File: src/foc_pkg.sv
// Shared types, constants and helper functions of the FOC current loop.
// No dependencies; used by foc_mac and foc_current_loop_unit.
`default_nettype none

package foc_pkg;

  localparam int SINE_TABLE_DEPTH = 256;

  // Shared multiplier operand and accumulator widths.
  localparam int A_W   = 24;
  localparam int B_W   = 17;
  localparam int P_W   = A_W + B_W;
  localparam int ACC_W = 42;

  // Configuration register indexes.
  localparam logic [1:0] REG_PROP_GAIN_D  = 2'd0;
  localparam logic [1:0] REG_INTEG_GAIN_D = 2'd1;
  localparam logic [1:0] REG_PROP_GAIN_Q  = 2'd2;
  localparam logic [1:0] REG_INTEG_GAIN_Q = 2'd3;

  // Fixed transform coefficients.
  localparam logic signed [B_W-1:0] K_BETA  = 17'sd18919;
  localparam logic signed [B_W-1:0] K_HALF  = -17'sd16384;
  localparam logic signed [B_W-1:0] K_SQRT3 = 17'sd28378;

  typedef enum logic [4:0] {
    ST_IDLE, ST_ANGLE, ST_SINCOS, ST_BETA, ST_MD1, ST_MD2, ST_MQ1, ST_MQ2,
    ST_ED, ST_IQ1, ST_VD, ST_IQ2, ST_VQ, ST_VA2, ST_VB1, ST_VB2,
    ST_OA1, ST_OA2, ST_OB, ST_OC1, ST_OC2
  } state_t;

  typedef struct packed {
    logic en;   // update the accumulator
    logic clr;  // start a new sum
    logic sub;  // subtract the product
  } mac_ctl_t;

  function automatic logic signed [15:0] sat16(input logic signed [ACC_W-1:0] v);
    logic signed [15:0] r;
    if (v > 42'sd32767) r = 16'sh7fff;
    else if (v < -42'sd32768) r = 16'sh8000;
    else r = v[15:0];
    return r;
  endfunction

  function automatic logic signed [16:0] clamp_integ(input logic signed [ACC_W-1:0] v);
    logic signed [16:0] r;
    if (v > 42'sd32768) r = 17'sd32768;
    else if (v < -42'sd32768) r = -17'sd32768;
    else r = v[16:0];
    return r;
  endfunction

  // Quarter-wave sine entry from the Q2.30 angle x (elaboration only).
  function automatic logic [15:0] sine_entry(input logic [63:0] x);
    logic [63:0] one;
    logic [63:0] x2;
    logic [63:0] t;
    logic [63:0] s;
    logic [63:0] r;
    one = 64'd1 << 30;
    x2  = (x * x) >> 30;
    t   = one;
    t   = one - (((x2 * t) >> 30) / 64'd156);
    t   = one - (((x2 * t) >> 30) / 64'd110);
    t   = one - (((x2 * t) >> 30) / 64'd72);
    t   = one - (((x2 * t) >> 30) / 64'd42);
    t   = one - (((x2 * t) >> 30) / 64'd20);
    t   = one - (((x2 * t) >> 30) / 64'd6);
    s   = (x * t) >> 30;
    r   = (s + (64'd1 << 14)) >> 15;
    if (r > 64'd32767) r = 64'd32767;
    return r[15:0];
  endfunction

endpackage

`default_nettype wire

File: src/foc_current_loop_unit.sv
// Top level of the FOC current loop: Clarke/Park, two PI loops, inverse transforms.
// Depends on foc_pkg and foc_mac.
//
// Usage:
//   Input channel (in_valid/in_ready) takes one word: three phase currents,
//   rotor angle, d/q targets and a restart bit. Output channel
//   (out_valid/out_ready) returns one word per input: three saturated phase
//   voltages and the measured d/q currents.
//   Every product goes through one shared 24x17 multiply-accumulate unit,
//   stepped by a sequencer; in_ready stays low from input acceptance until
//   the result is registered on the output, so no new word is taken while
//   one is worked on. The shared multiplier limits the throughput.
//   The output register holds a finished word while a new input is worked
//   on; if the receiver still stalls when the next word is finished, the
//   sequencer holds in its last step until the output register frees up.
//   Gains are written through cfg_we/cfg_index/cfg_data while idle.
//   Reset (rst, synchronous) clears gains, both integrators, the sequencer
//   and out_valid. The sine table is constant logic and needs no fill.
//   restart=1 clears both integrators before that word is processed.
`default_nettype none

module foc_current_loop_unit #(
  parameter int SineDepth = foc_pkg::SINE_TABLE_DEPTH
) (
  input  wire logic               clk,
  input  wire logic               rst,
  input  wire logic               cfg_we,
  input  wire logic [1:0]         cfg_index,
  input  wire logic [15:0]        cfg_data,
  input  wire logic               in_valid,
  output logic                    in_ready,
  input  wire logic signed [15:0] phase_cur_a,
  input  wire logic signed [15:0] phase_cur_b,
  input  wire logic signed [15:0] phase_cur_c,
  input  wire logic [15:0]        rotor_angle,
  input  wire logic signed [15:0] target_d,
  input  wire logic signed [15:0] target_q,
  input  wire logic               restart,
  output logic                    out_valid,
  input  wire logic               out_ready,
  output logic signed [15:0]      volt_a,
  output logic signed [15:0]      volt_b,
  output logic signed [15:0]      volt_c,
  output logic signed [15:0]      meas_d,
  output logic signed [15:0]      meas_q
);

  localparam int PW = $clog2(4 * SineDepth);
  localparam int KW = $clog2(SineDepth + 1);
  localparam int AW = $clog2(SineDepth);
  localparam int AccW = foc_pkg::ACC_W;

  // Quarter-wave sine table, built at elaboration.
  logic [15:0] rom [SineDepth];
  for (genvar gi = 0; gi < SineDepth; gi++) begin : g_rom
    localparam logic [63:0] X = (64'd1686629713 * 64'(gi)) / SineDepth;
    assign rom[gi] = foc_pkg::sine_entry(X);
  end

  foc_pkg::state_t state, state_next;
  foc_pkg::mac_ctl_t mac_ctl;
  logic signed [foc_pkg::A_W-1:0] mac_a;
  logic signed [foc_pkg::B_W-1:0] mac_b;
  logic signed [AccW-1:0] acc;

  logic [15:0] prop_gain_d, integ_gain_d, prop_gain_q, integ_gain_q;
  logic signed [15:0] ia, ib, ic, td, tq;
  logic [15:0] ang;
  logic signed [15:0] sin_v, cos_v;
  logic signed [16:0] beta, integ_d, integ_q;
  logic signed [15:0] md, mq;
  logic signed [21:0] vd, vq;
  logic signed [23:0] va, vb;
  logic load_out;

  foc_mac u_mac (
    .clk (clk),
    .ctl (mac_ctl),
    .a   (mac_a),
    .b   (mac_b),
    .acc (acc)
  );

  // Rounded views of the accumulator.
  logic signed [AccW-1:0] acc_r12, acc_r15, acc_r16;
  assign acc_r12 = (acc + AccW'(2048)) >>> 12;
  assign acc_r15 = (acc + AccW'(16384)) >>> 15;
  assign acc_r16 = (acc + AccW'(32768)) >>> 16;

  logic signed [16:0] err_d, err_q;
  assign err_d = 17'(td) - 17'(md);
  assign err_q = 17'(tq) - 17'(mq);

  // Angle decode: acc holds angle * 4 * depth after the angle step.
  logic [PW-1:0] p;
  logic [1:0]    quad;
  logic [PW-1:0] k_full;
  logic [KW-1:0] k, k_rev, sin_idx, cos_idx;
  logic [15:0]   sin_mag, cos_mag;

  assign p = acc[16 +: PW];

  always_comb begin
    if (p >= PW'(3 * SineDepth)) begin
      quad = 2'd3;
      k_full = p - PW'(3 * SineDepth);
    end else if (p >= PW'(2 * SineDepth)) begin
      quad = 2'd2;
      k_full = p - PW'(2 * SineDepth);
    end else if (p >= PW'(SineDepth)) begin
      quad = 2'd1;
      k_full = p - PW'(SineDepth);
    end else begin
      quad = 2'd0;
      k_full = p;
    end
    k = k_full[KW-1:0];
    k_rev = KW'(SineDepth) - k;
    sin_idx = quad[0] ? k_rev : k;
    cos_idx = quad[0] ? k : k_rev;
    sin_mag = (sin_idx == KW'(SineDepth)) ? 16'd32767 : rom[sin_idx[AW-1:0]];
    cos_mag = (cos_idx == KW'(SineDepth)) ? 16'd32767 : rom[cos_idx[AW-1:0]];
  end

  assign in_ready = (state == foc_pkg::ST_IDLE);

  // Configuration writes.
  always_ff @(posedge clk) begin
    if (rst) begin
      prop_gain_d <= '0;
      integ_gain_d <= '0;
      prop_gain_q <= '0;
      integ_gain_q <= '0;
    end else if (cfg_we) begin
      case (cfg_index)
        foc_pkg::REG_PROP_GAIN_D:  prop_gain_d <= cfg_data;
        foc_pkg::REG_INTEG_GAIN_D: integ_gain_d <= cfg_data;
        foc_pkg::REG_PROP_GAIN_Q:  prop_gain_q <= cfg_data;
        foc_pkg::REG_INTEG_GAIN_Q: integ_gain_q <= cfg_data;
        default: ;
      endcase
    end
  end

  always_ff @(posedge clk) begin
    if (rst) begin
      state <= foc_pkg::ST_IDLE;
    end else begin
      state <= state_next;
    end
  end

  // Sequencer: next step, multiplier operands and accumulate mode.
  always_comb begin
    state_next = state;
    mac_ctl = '{en: 1'b1, clr: 1'b0, sub: 1'b0};
    mac_a = '0;
    mac_b = '0;
    load_out = 1'b0;
    case (state)
      foc_pkg::ST_IDLE: begin
        mac_ctl.en = 1'b0;
        if (in_valid) state_next = foc_pkg::ST_ANGLE;
      end
      foc_pkg::ST_ANGLE: begin
        mac_ctl.clr = 1'b1;
        mac_a = foc_pkg::A_W'(ang);
        mac_b = foc_pkg::B_W'(4 * SineDepth);
        state_next = foc_pkg::ST_SINCOS;
      end
      foc_pkg::ST_SINCOS: begin
        mac_ctl.en = 1'b0;
        state_next = foc_pkg::ST_BETA;
      end
      foc_pkg::ST_BETA: begin
        mac_ctl.clr = 1'b1;
        mac_a = foc_pkg::A_W'(17'(ib) - 17'(ic));
        mac_b = foc_pkg::K_BETA;
        state_next = foc_pkg::ST_MD1;
      end
      foc_pkg::ST_MD1: begin
        mac_ctl.clr = 1'b1;
        mac_a = foc_pkg::A_W'(ia);
        mac_b = foc_pkg::B_W'(cos_v);
        state_next = foc_pkg::ST_MD2;
      end
      foc_pkg::ST_MD2: begin
        mac_a = foc_pkg::A_W'(beta);
        mac_b = foc_pkg::B_W'(sin_v);
        state_next = foc_pkg::ST_MQ1;
      end
      foc_pkg::ST_MQ1: begin
        mac_ctl.clr = 1'b1;
        mac_a = foc_pkg::A_W'(beta);
        mac_b = foc_pkg::B_W'(cos_v);
        state_next = foc_pkg::ST_MQ2;
      end
      foc_pkg::ST_MQ2: begin
        mac_ctl.sub = 1'b1;
        mac_a = foc_pkg::A_W'(ia);
        mac_b = foc_pkg::B_W'(sin_v);
        state_next = foc_pkg::ST_ED;
      end
      foc_pkg::ST_ED: begin
        mac_ctl.clr = 1'b1;
        mac_a = foc_pkg::A_W'(err_d);
        mac_b = foc_pkg::B_W'(integ_gain_d);
        state_next = foc_pkg::ST_IQ1;
      end
      foc_pkg::ST_IQ1: begin
        mac_ctl.clr = 1'b1;
        mac_a = foc_pkg::A_W'(err_d);
        mac_b = foc_pkg::B_W'(prop_gain_d);
        state_next = foc_pkg::ST_VD;
      end
      foc_pkg::ST_VD: begin
        mac_ctl.clr = 1'b1;
        mac_a = foc_pkg::A_W'(err_q);
        mac_b = foc_pkg::B_W'(integ_gain_q);
        state_next = foc_pkg::ST_IQ2;
      end
      foc_pkg::ST_IQ2: begin
        mac_ctl.clr = 1'b1;
        mac_a = foc_pkg::A_W'(err_q);
        mac_b = foc_pkg::B_W'(prop_gain_q);
        state_next = foc_pkg::ST_VQ;
      end
      foc_pkg::ST_VQ: begin
        mac_ctl.clr = 1'b1;
        mac_a = foc_pkg::A_W'(vd);
        mac_b = foc_pkg::B_W'(cos_v);
        state_next = foc_pkg::ST_VA2;
      end
      foc_pkg::ST_VA2: begin
        mac_ctl.sub = 1'b1;
        mac_a = foc_pkg::A_W'(vq);
        mac_b = foc_pkg::B_W'(sin_v);
        state_next = foc_pkg::ST_VB1;
      end
      foc_pkg::ST_VB1: begin
        mac_ctl.clr = 1'b1;
        mac_a = foc_pkg::A_W'(vd);
        mac_b = foc_pkg::B_W'(sin_v);
        state_next = foc_pkg::ST_VB2;
      end
      foc_pkg::ST_VB2: begin
        mac_a = foc_pkg::A_W'(vq);
        mac_b = foc_pkg::B_W'(cos_v);
        state_next = foc_pkg::ST_OA1;
      end
      foc_pkg::ST_OA1: begin
        mac_ctl.clr = 1'b1;
        mac_a = va;
        mac_b = foc_pkg::K_HALF;
        state_next = foc_pkg::ST_OA2;
      end
      foc_pkg::ST_OA2: begin
        mac_a = vb;
        mac_b = foc_pkg::K_SQRT3;
        state_next = foc_pkg::ST_OB;
      end
      foc_pkg::ST_OB: begin
        mac_ctl.clr = 1'b1;
        mac_a = va;
        mac_b = foc_pkg::K_HALF;
        state_next = foc_pkg::ST_OC1;
      end
      foc_pkg::ST_OC1: begin
        mac_ctl.sub = 1'b1;
        mac_a = vb;
        mac_b = foc_pkg::K_SQRT3;
        state_next = foc_pkg::ST_OC2;
      end
      foc_pkg::ST_OC2: begin
        mac_ctl.en = 1'b0;
        if (!out_valid || out_ready) begin
          load_out = 1'b1;
          state_next = foc_pkg::ST_IDLE;
        end
      end
      default: begin
        mac_ctl.en = 1'b0;
        state_next = foc_pkg::ST_IDLE;
      end
    endcase
  end

  // Integrators: cleared at reset and by restart on acceptance, updated in the IQ1 and IQ2 steps.
  always_ff @(posedge clk) begin
    if (rst) begin
      integ_d <= '0;
      integ_q <= '0;
    end else if (in_valid && in_ready && restart) begin
      integ_d <= '0;
      integ_q <= '0;
    end else if (state == foc_pkg::ST_IQ1) begin
      integ_d <= foc_pkg::clamp_integ(acc_r16 + AccW'(integ_d));
    end else if (state == foc_pkg::ST_IQ2) begin
      integ_q <= foc_pkg::clamp_integ(acc_r16 + AccW'(integ_q));
    end
  end

  // Working registers: latch the input word on acceptance and capture each rounded result in the step after its sum.
  always_ff @(posedge clk) begin
    if (in_valid && in_ready) begin
      ia <= phase_cur_a;
      ib <= phase_cur_b;
      ic <= phase_cur_c;
      ang <= rotor_angle;
      td <= target_d;
      tq <= target_q;
    end
    case (state)
      foc_pkg::ST_SINCOS: begin
        sin_v <= quad[1] ? -$signed(sin_mag) : $signed(sin_mag);
        cos_v <= (quad[1] ^ quad[0]) ? -$signed(cos_mag) : $signed(cos_mag);
      end
      foc_pkg::ST_MD1: beta <= acc_r15[16:0];
      foc_pkg::ST_MQ1: md <= foc_pkg::sat16(acc_r15);
      foc_pkg::ST_ED:  mq <= foc_pkg::sat16(acc_r15);
      foc_pkg::ST_VD:  vd <= 22'(acc_r12) + 22'(integ_d);
      foc_pkg::ST_VQ:  vq <= 22'(acc_r12) + 22'(integ_q);
      foc_pkg::ST_VB1: va <= acc_r15[23:0];
      foc_pkg::ST_OA1: vb <= acc_r15[23:0];
      default: ;
    endcase
  end

  // Output register.
  always_ff @(posedge clk) begin
    if (rst) begin
      out_valid <= 1'b0;
    end else if (load_out) begin
      out_valid <= 1'b1;
    end else if (out_ready) begin
      out_valid <= 1'b0;
    end
  end

  logic signed [15:0] volt_b_hold;
  always_ff @(posedge clk) begin
    if (state == foc_pkg::ST_OB) begin
      volt_b_hold <= foc_pkg::sat16(acc_r15);
    end
    if (load_out) begin
      volt_a <= foc_pkg::sat16(AccW'(va));
      volt_b <= volt_b_hold;
      volt_c <= foc_pkg::sat16(acc_r15);
      meas_d <= md;
      meas_q <= mq;
    end
  end

endmodule

`default_nettype wire

File: src/foc_mac.sv
// Shared signed multiply-accumulate unit of the FOC current loop.
// Depends on foc_pkg for widths and the control struct.
`default_nettype none

module foc_mac (
  input  wire logic                             clk,
  input  wire foc_pkg::mac_ctl_t                ctl,
  input  wire logic signed [foc_pkg::A_W-1:0]   a,
  input  wire logic signed [foc_pkg::B_W-1:0]   b,
  output logic signed [foc_pkg::ACC_W-1:0]      acc
);

  logic signed [foc_pkg::P_W-1:0]   prod;
  logic signed [foc_pkg::ACC_W-1:0] term;
  logic signed [foc_pkg::ACC_W-1:0] base;

  assign prod = a * b;
  assign term = ctl.sub ? -foc_pkg::ACC_W'(prod) : foc_pkg::ACC_W'(prod);
  assign base = ctl.clr ? '0 : acc;

  always_ff @(posedge clk) begin
    if (ctl.en) begin
      acc <= base + term;
    end
  end

endmodule

`default_nettype wire

File: config.mk
export PLATFORM = sky130hd
export DESIGN_NAME = foc_current_loop_unit
export DESIGN_NICKNAME = d
export VERILOG_FILES = /design/src/foc_pkg.sv /design/src/foc_current_loop_unit.sv /design/src/foc_mac.sv
export SDC_FILE = /design/constraint.sdc
export NUM_CORES = 2
export LEC_CHECK = 0
export BUFFER_PORTS_ARGS = -buffer_cell sky130_fd_sc_hd__clkbuf_2
export CAP_MARGIN = 5
export CORE_MARGIN = 2
export CORE_UTILIZATION = 63
export DETAILED_ROUTE_END_ITERATION = 16
export HOLD_SLACK_MARGIN = 0.08
export PLACE_DENSITY = 0.84
export SLEW_MARGIN = 10
export SYNTH_ARGS = -nofsm -noshare
export SYNTH_HDL_FRONTEND = slang
export SYNTH_SLANG_ARGS = --single-unit
File: constraint.sdc
create_clock -name clk -period 13.5 [get_ports clk]
set_input_delay 2.7 -clock clk [delete_from_list [all_inputs] [get_ports clk]]
set_output_delay 2.7 -clock clk [all_outputs]
set_load 0.03 [all_outputs]
Word-level counts from Yosys, hierarchy flattened --
Memory sizes are Yosys's and may differ from the RTL's. Index checks and enable logic that the tools add are counted.
Word-level totals: register bits 511, ROM bits 8192, output and inout port bits 82, memories kept 2
Operators by class: add/subtract/negate cells 18, multipliers 1, order comparisons 13, eq/ne operators 27, multiplexer cells 37, bitwise logic cells 4, reductions and logical operators 27
Memory list:
- (no name shown) | words 256, bits a word 16, read ports 1, clocked after memory_dff 0, write ports 0, line foc_current_loop_unit.sv:122 | cos_mag = (cos_idx == KW'(SineDepth)) ? 16'd32767 : rom[cos_idx[AW-1:0]];
- (no name shown) | words 256, bits a word 16, read ports 1, clocked after memory_dff 0, write ports 0, line foc_current_loop_unit.sv:121 | sin_mag = (sin_idx == KW'(SineDepth)) ? 16'd32767 : rom[sin_idx[AW-1:0]];
Operators by type and width (count):
- one-hot mux 24 bit (10 select lines) | 1
- 2-to-1 mux 16 bit | 11
- one-hot mux 17 bit (10 select lines) | 1
- one-hot mux 5 bit (21 select lines) | 1
- 2-to-1 mux 42 bit | 2
- < comparator 27 x 16 -> 1 bit, second input constant | 3
- 2-to-1 mux 17 bit | 4
- adder 26 x 17 -> 27 bit | 2
- > comparator 27 x 17 -> 1 bit, second input constant | 2
- subtractor 16 x 16 -> 17 bit | 3
- 2-to-1 mux 9 bit | 5
- adder 22 x 17 -> 22 bit | 2
- adder 42 x 16 -> 42 bit, second input constant | 1
- adder 42 x 17 -> 42 bit, second input constant | 1
- adder 42 bit | 1
- negator 41 -> 42 bit | 1
- multiplier 24 x 17 -> 41 bit | 1
- == test 5 x 4 -> 1 bit, second input constant | 8
- adder 34 x 13 -> 34 bit, second input constant | 1
- negator 16 bit | 2
- > comparator 27 x 16 -> 1 bit, second input constant | 1
- == test 5 bit, second input constant | 5
- > comparator 24 x 16 -> 1 bit, second input constant | 1
- < comparator 24 x 16 -> 1 bit, second input constant | 1
- other kinds (31) | 66

Logic depth before layout (Yosys ltp) --
depth after elaboration 13, depth in mapped cells 53, mapped depth without buffers 51

Cells and area by module --
A second synthesis with hierarchy kept.
Unflattened totals: cell total of the unflattened synthesis 6512, area, all modules 56812.0 um2
By module, submodules not included:
- foc_current_loop_unit | instances 1, cells each 4312, area each 37389.6 um2, seq. area each 13042.5 um2
- foc_mac | instances 1, cells each 2200, area each 19422.4 um2, seq. area each 1261.2 um2

Least setup slack after synthesis --
OpenSTA, ideal clock, no wires.
path kind reg-to-reg, from register tq[0], to register u_mac.acc[41] (netlist name) (data pin), arrival time 11.190 ns, data required time 13.240 ns, setup slack 2.050 ns, cell stages (with the launch flop) 52, path buffers 4, period minus slack after synthesis 11.450 ns, cell sequence edfxtp_1 -> inv_1 -> ha_1 -> inv_1 -> fa_1 -> a21o_1 -> a21oi_1 -> o21bai_1 -> a21oi_1 -> o21bai_1 -> a21oi_1 -> o21ai_0 -> o31ai_1 -> nor3b_1 -> o21ai_0 -> and4_1 -> clkbuf_1 -> clkbuf_1 -> [16 not listed] -> o31ai_1 -> xor2_1 -> a211oi_2 -> or3b_4 -> or3_2 -> o21ai_0 -> xnor2_1 -> ha_1 -> clkbuf_1 -> a21oi_1 -> nor2b_1 -> or3_1 -> o31ai_1 -> o31a_1 -> o21ai_0 -> a21oi_1 -> xnor2_1 -> xnor2_1
Between the ends: cells in the longest elaborated chain, start to end 6
Ends and longest elaborated chain:
- start, declared | line foc_current_loop_unit.sv:67 | logic signed [15:0] ia, ib, ic, td, tq;
- start signal, assigned | line foc_current_loop_unit.sv:311 | tq <= target_q;
- subtractor 16 x 16 -> 17 bit * | line foc_current_loop_unit.sv:92 | assign err_q = 17'(tq) - 17'(mq);
- one-hot mux 24 bit (10 select lines) * | line foc_current_loop_unit.sv:160 | case (state)
- multiplier 24 x 17 -> 41 bit * | line foc_mac.sv:17 | assign prod = a * b;
- negator 41 -> 42 bit | line foc_mac.sv:18 | assign term = ctl.sub ? -foc_pkg::ACC_W'(prod) : foc_pkg::ACC_W'(prod);
- 2-to-1 mux 42 bit * | line foc_mac.sv:18
- adder 42 bit * | line foc_mac.sv:23 | acc <= base + term;
- end signal, assigned | line foc_mac.sv:23
- end, declared | line foc_mac.sv:10 | output logic signed [foc_pkg::ACC_W-1:0] acc
Every way passes the cells marked *; elsewhere a longest branch is shown, timed or not. A chain may end at the register's enable or synchronous reset.

Worst setup path after layout --
from register ib[0], to register u_mac.acc[35] (netlist name) (data pin)
Between the ends: cells in the longest elaborated chain, start to end 6
Ends and longest elaborated chain:
- start, declared | line foc_current_loop_unit.sv:67
- start signal, assigned | line foc_current_loop_unit.sv:307 | ib <= phase_cur_b;
- subtractor 16 x 16 -> 17 bit * | line foc_current_loop_unit.sv:177 | mac_a = foc_pkg::A_W'(17'(ib) - 17'(ic));
- one-hot mux 24 bit (10 select lines) * | line foc_current_loop_unit.sv:160
- multiplier 24 x 17 -> 41 bit * | line foc_mac.sv:17
- negator 41 -> 42 bit | line foc_mac.sv:18
- 2-to-1 mux 42 bit * | line foc_mac.sv:18
- adder 42 bit * | line foc_mac.sv:23
Marks and branches as above.

==> out/results.txt <==
Primary FF master, synth: edfxtp_1
Die Area: 0.0907 mm^2
Syn_area_per_cell: 8.64 um^2
DRC Markers: 0
Total CTS buffers: 53
Die Width: 301 um
Congestion Overflow GR: 0
Worst Setup End Kind: register
CTS tree: built
Status: finished clean
Nets@finish: 7296
Min-Delay Path Depth: 0
Startpoint type of the worst setup path: register
Period minus WS final: 12.79 ns
Area growth, synth to finish: 7.11%
Largest net degree at the start of global routing: 80
Detailed placement HPWL: 156 mm
Final Skew: 0.0443 ns
Core area: 0.0872 mm^2
CP max FO: 11
Pleak: 25.2 nW
Clk buf depth: 3
Slew @ Worst Pin: 1.35 ns
PortBufs: 201
Initial antenna violation count: 7
FP Rows: 108
Boundary Pins: 202
Pwr dens: 162 mW/mm^2
Post-Synth XOR/XNOR Area: 5.35%
Synth Register Bits: 511
Final setup vio count: 0
Number of flops mapped to enable cells by yosys: 407
Slowest-stage cell, CP: fa_1
Pwr Total: 9.66 mW
Synth Area in Compound Gates: 20.9%
Post-Syn Nets: 7290
CTS clk-pin slew, worst paths: 0.06 ns
RSZ-0062 raised after global routing: no
Post-synthesis sequential area ratio: 25.7%
Setup Crit Path Kind: reg -> reg
DR WL/cell: 27.4 um
Post-Synth Simple-Gate Area: 16.5%
Root buffer cell: clkbuf_16
Fin. Hold Viols: 0
R2R cell count: 47
Critical Path RT: 13.88 ns
Max-cap viol count: 0
Post-Route Setup TNS: 0 ns
Largest family of logic cells by synthesized area: adder cells
Max incr delay on CP: 0.55 ns
Final WL: 210 mm
Ys async rst share: 0%
Multiplexer area fraction after synthesis: 2.43%
Vias in the first global route: 51500
Core Util, Final: 68.4%
Gr usage total: 45.7%
Adder-cell area share of the yosys netlist: 22.0%
Reg2reg setup slack: 0.71 ns
Final GP Congestion: 1.04
RR Startpoint: ib[0]$_DFFE_PP_
Iteration-0 DRC count of the detailed router: 7819
Slew headroom: 9.68%
Starting density of the core: 63.8%
Distinct cells, synth: 108
First-pass GRT wire length: 315 mm
ANT nets after route: 0
Drt first pass iters: 10
Via/cell ratio: 6.93
Hold wc startpoint: volt_b_hold[14]$_DFFE_PN_
Hold EP: volt_b[14]$_DFFE_PP_
Fin. max-slew vios: 0
Clock sink count: 511
Tcrit/Tclk final: 94.8%
R2r endpoint: u_mac.acc[35]$_DFFE_PP_
Synthesized cell area: 0.0556 mm^2
Clock H-tree levels: 2
Yosys Warn Count: 0
Worst Hold Class: reg -> reg
Vias: 53000
VDD IR max: 0.332 mV
Crit path DAT: 13.17 ns
Synth Instances: 6438
Die H: 301 um
Setup bufs post-CTS: 0
Fraction of layout cells with a size suffix above 1: 9.64%
FMAX: 78.2 MHz
Clock Latency Late Sink: 0.66 ns
cell type report:
cell class,count,area (um^2)
diodes,2,5.00
clock buffers,66,1400
clock inverters,28,305
fillers,6776,27600
inverters,614,2300
multi-input cells,4909,37600
flip-flops and latches,511,14300
well taps,1155,1450
repair buffers,355,2170
stage by stage:
step	std cells	area [um^2]	worst slack, ns	hold slack [ns]
floorplan	6438	55600	2.05	0.400
global placement	7544	57800	0.879	0.401
detailed placement	7544	57800	0.638	0.406
CTS	7638	59500	0.583	0.412
global route	7638	59600	0.102	0.425
finish	7640	59600	0.708	0.404
Yosys cell counts (63+ instances only):
master      n  area share (%)
a31oi_1    63            0.71
ha_1      323             7.3
a211oi_1   92             1.2
nand3_1   127             1.1
mux2i_1    70             1.3
nor3_1    139             1.3
o21ai_0   365             3.3
a21oi_1   412             3.7
buf_2     102            0.92
edfxtp_1  407              22
clkbuf_1  262             1.8
dfxtp_1   104             3.7
xnor2_1   216             3.4
xor2_1    120             1.9
o211ai_1   72            0.97
and2_1     94             1.1
a21o_1     98             1.3
fa_1      409              15
inv_1     601             4.1
nor2_1    607             4.1
nand2_1   624             4.2
state kept, by name, summed over array words and instances, names as in the netlist, 17 cells and up:
name       cells
beta          17
u_mac.acc     42
vd            22
integ_q       17
integ_d       17
vb            24
vq            22
va            24
worst max path at each step:
stage | cells past startpoint | end | slack (ns) | start
after CTS | 46 | u_mac.acc[41]$_DFFE_PP_ | 0.58 | td[0]$_DFFE_PP_
after global routing | 44 | u_mac.acc[41]$_DFFE_PP_ | 0.10 | mq[0]$_DFFE_PN_
final | 47 | u_mac.acc[35]$_DFFE_PP_ | 0.71 | ib[0]$_DFFE_PP_
after global placement | 46 | u_mac.acc[41]$_DFFE_PP_ | 0.88 | td[0]$_DFFE_PP_
after detailed placement | 46 | u_mac.acc[41]$_DFFE_PP_ | 0.64 | td[0]$_DFFE_PP_
after floorplan | 51 | u_mac.acc[41]$_DFFE_PP_ | 2.05 | tq[0]$_DFFE_PP_
timing repair:
| action | in CTS | in global routing |
|---|---|---|
| gates resized for setup | 0 | 6 |
| endpoints found under the setup margin | 0 | 2 |
| hold buffers | 0 | 0 |
placed cells by master (no fill, tap or decap), types with 134 or more instances in the layout:
| master | n |
|---|---|
| nor2_1 | 600 |
| nor3_1 | 134 |
| a21oi_1 | 410 |
| xnor2_1 | 210 |
| inv_1 | 601 |
| clkbuf_2 | 201 |
| buf_4 | 153 |
| ha_1 | 322 |
| nand2_1 | 621 |
| o21ai_0 | 363 |
| edfxtp_1 | 407 |
| fa_1 | 408 |
kinds of logic after synthesis:
logic type	count (synthesis)
DFF	511
muxes	105
and+or+nand+nor	1985
buffers and inverters	1018
AOI/OAI and AO/OA	1749
adders and majority gates	732
xor gates and xnor gates	338
critical path: cells and delay by family, from the launching register on:
family          cells  cell delay (ns)
compound gates     20             4.73
fa+ha+maj          10             4.32
simple gates        5             1.35
buf+inv             8             0.98
xor+xnor            4             0.74
flops               1             0.37
layer usage:
layer | up-vias | global-route usage (%) | wire [um]
li1 | 22800 | - | -
met1 | 25000 | 58.2 | 74600
met2 | 4178 | 68.3 | 89000
met3 | 1000 | 12.6 | 28500
met4 | 12 | 30.0 | 17400
met5 | - | 0 | 77
power breakdown:
group | switching, mW | internal [mW] | leakage, nW
clock network | 0.669 | 0.801 | 0.830
logic | 4.28 | 1.91 | 19.8
registers | 0.0914 | 1.91 | 4.58
total | 5.04 | 4.62 | 25.2
No activity file was read; power rests on OpenSTA's default activity.
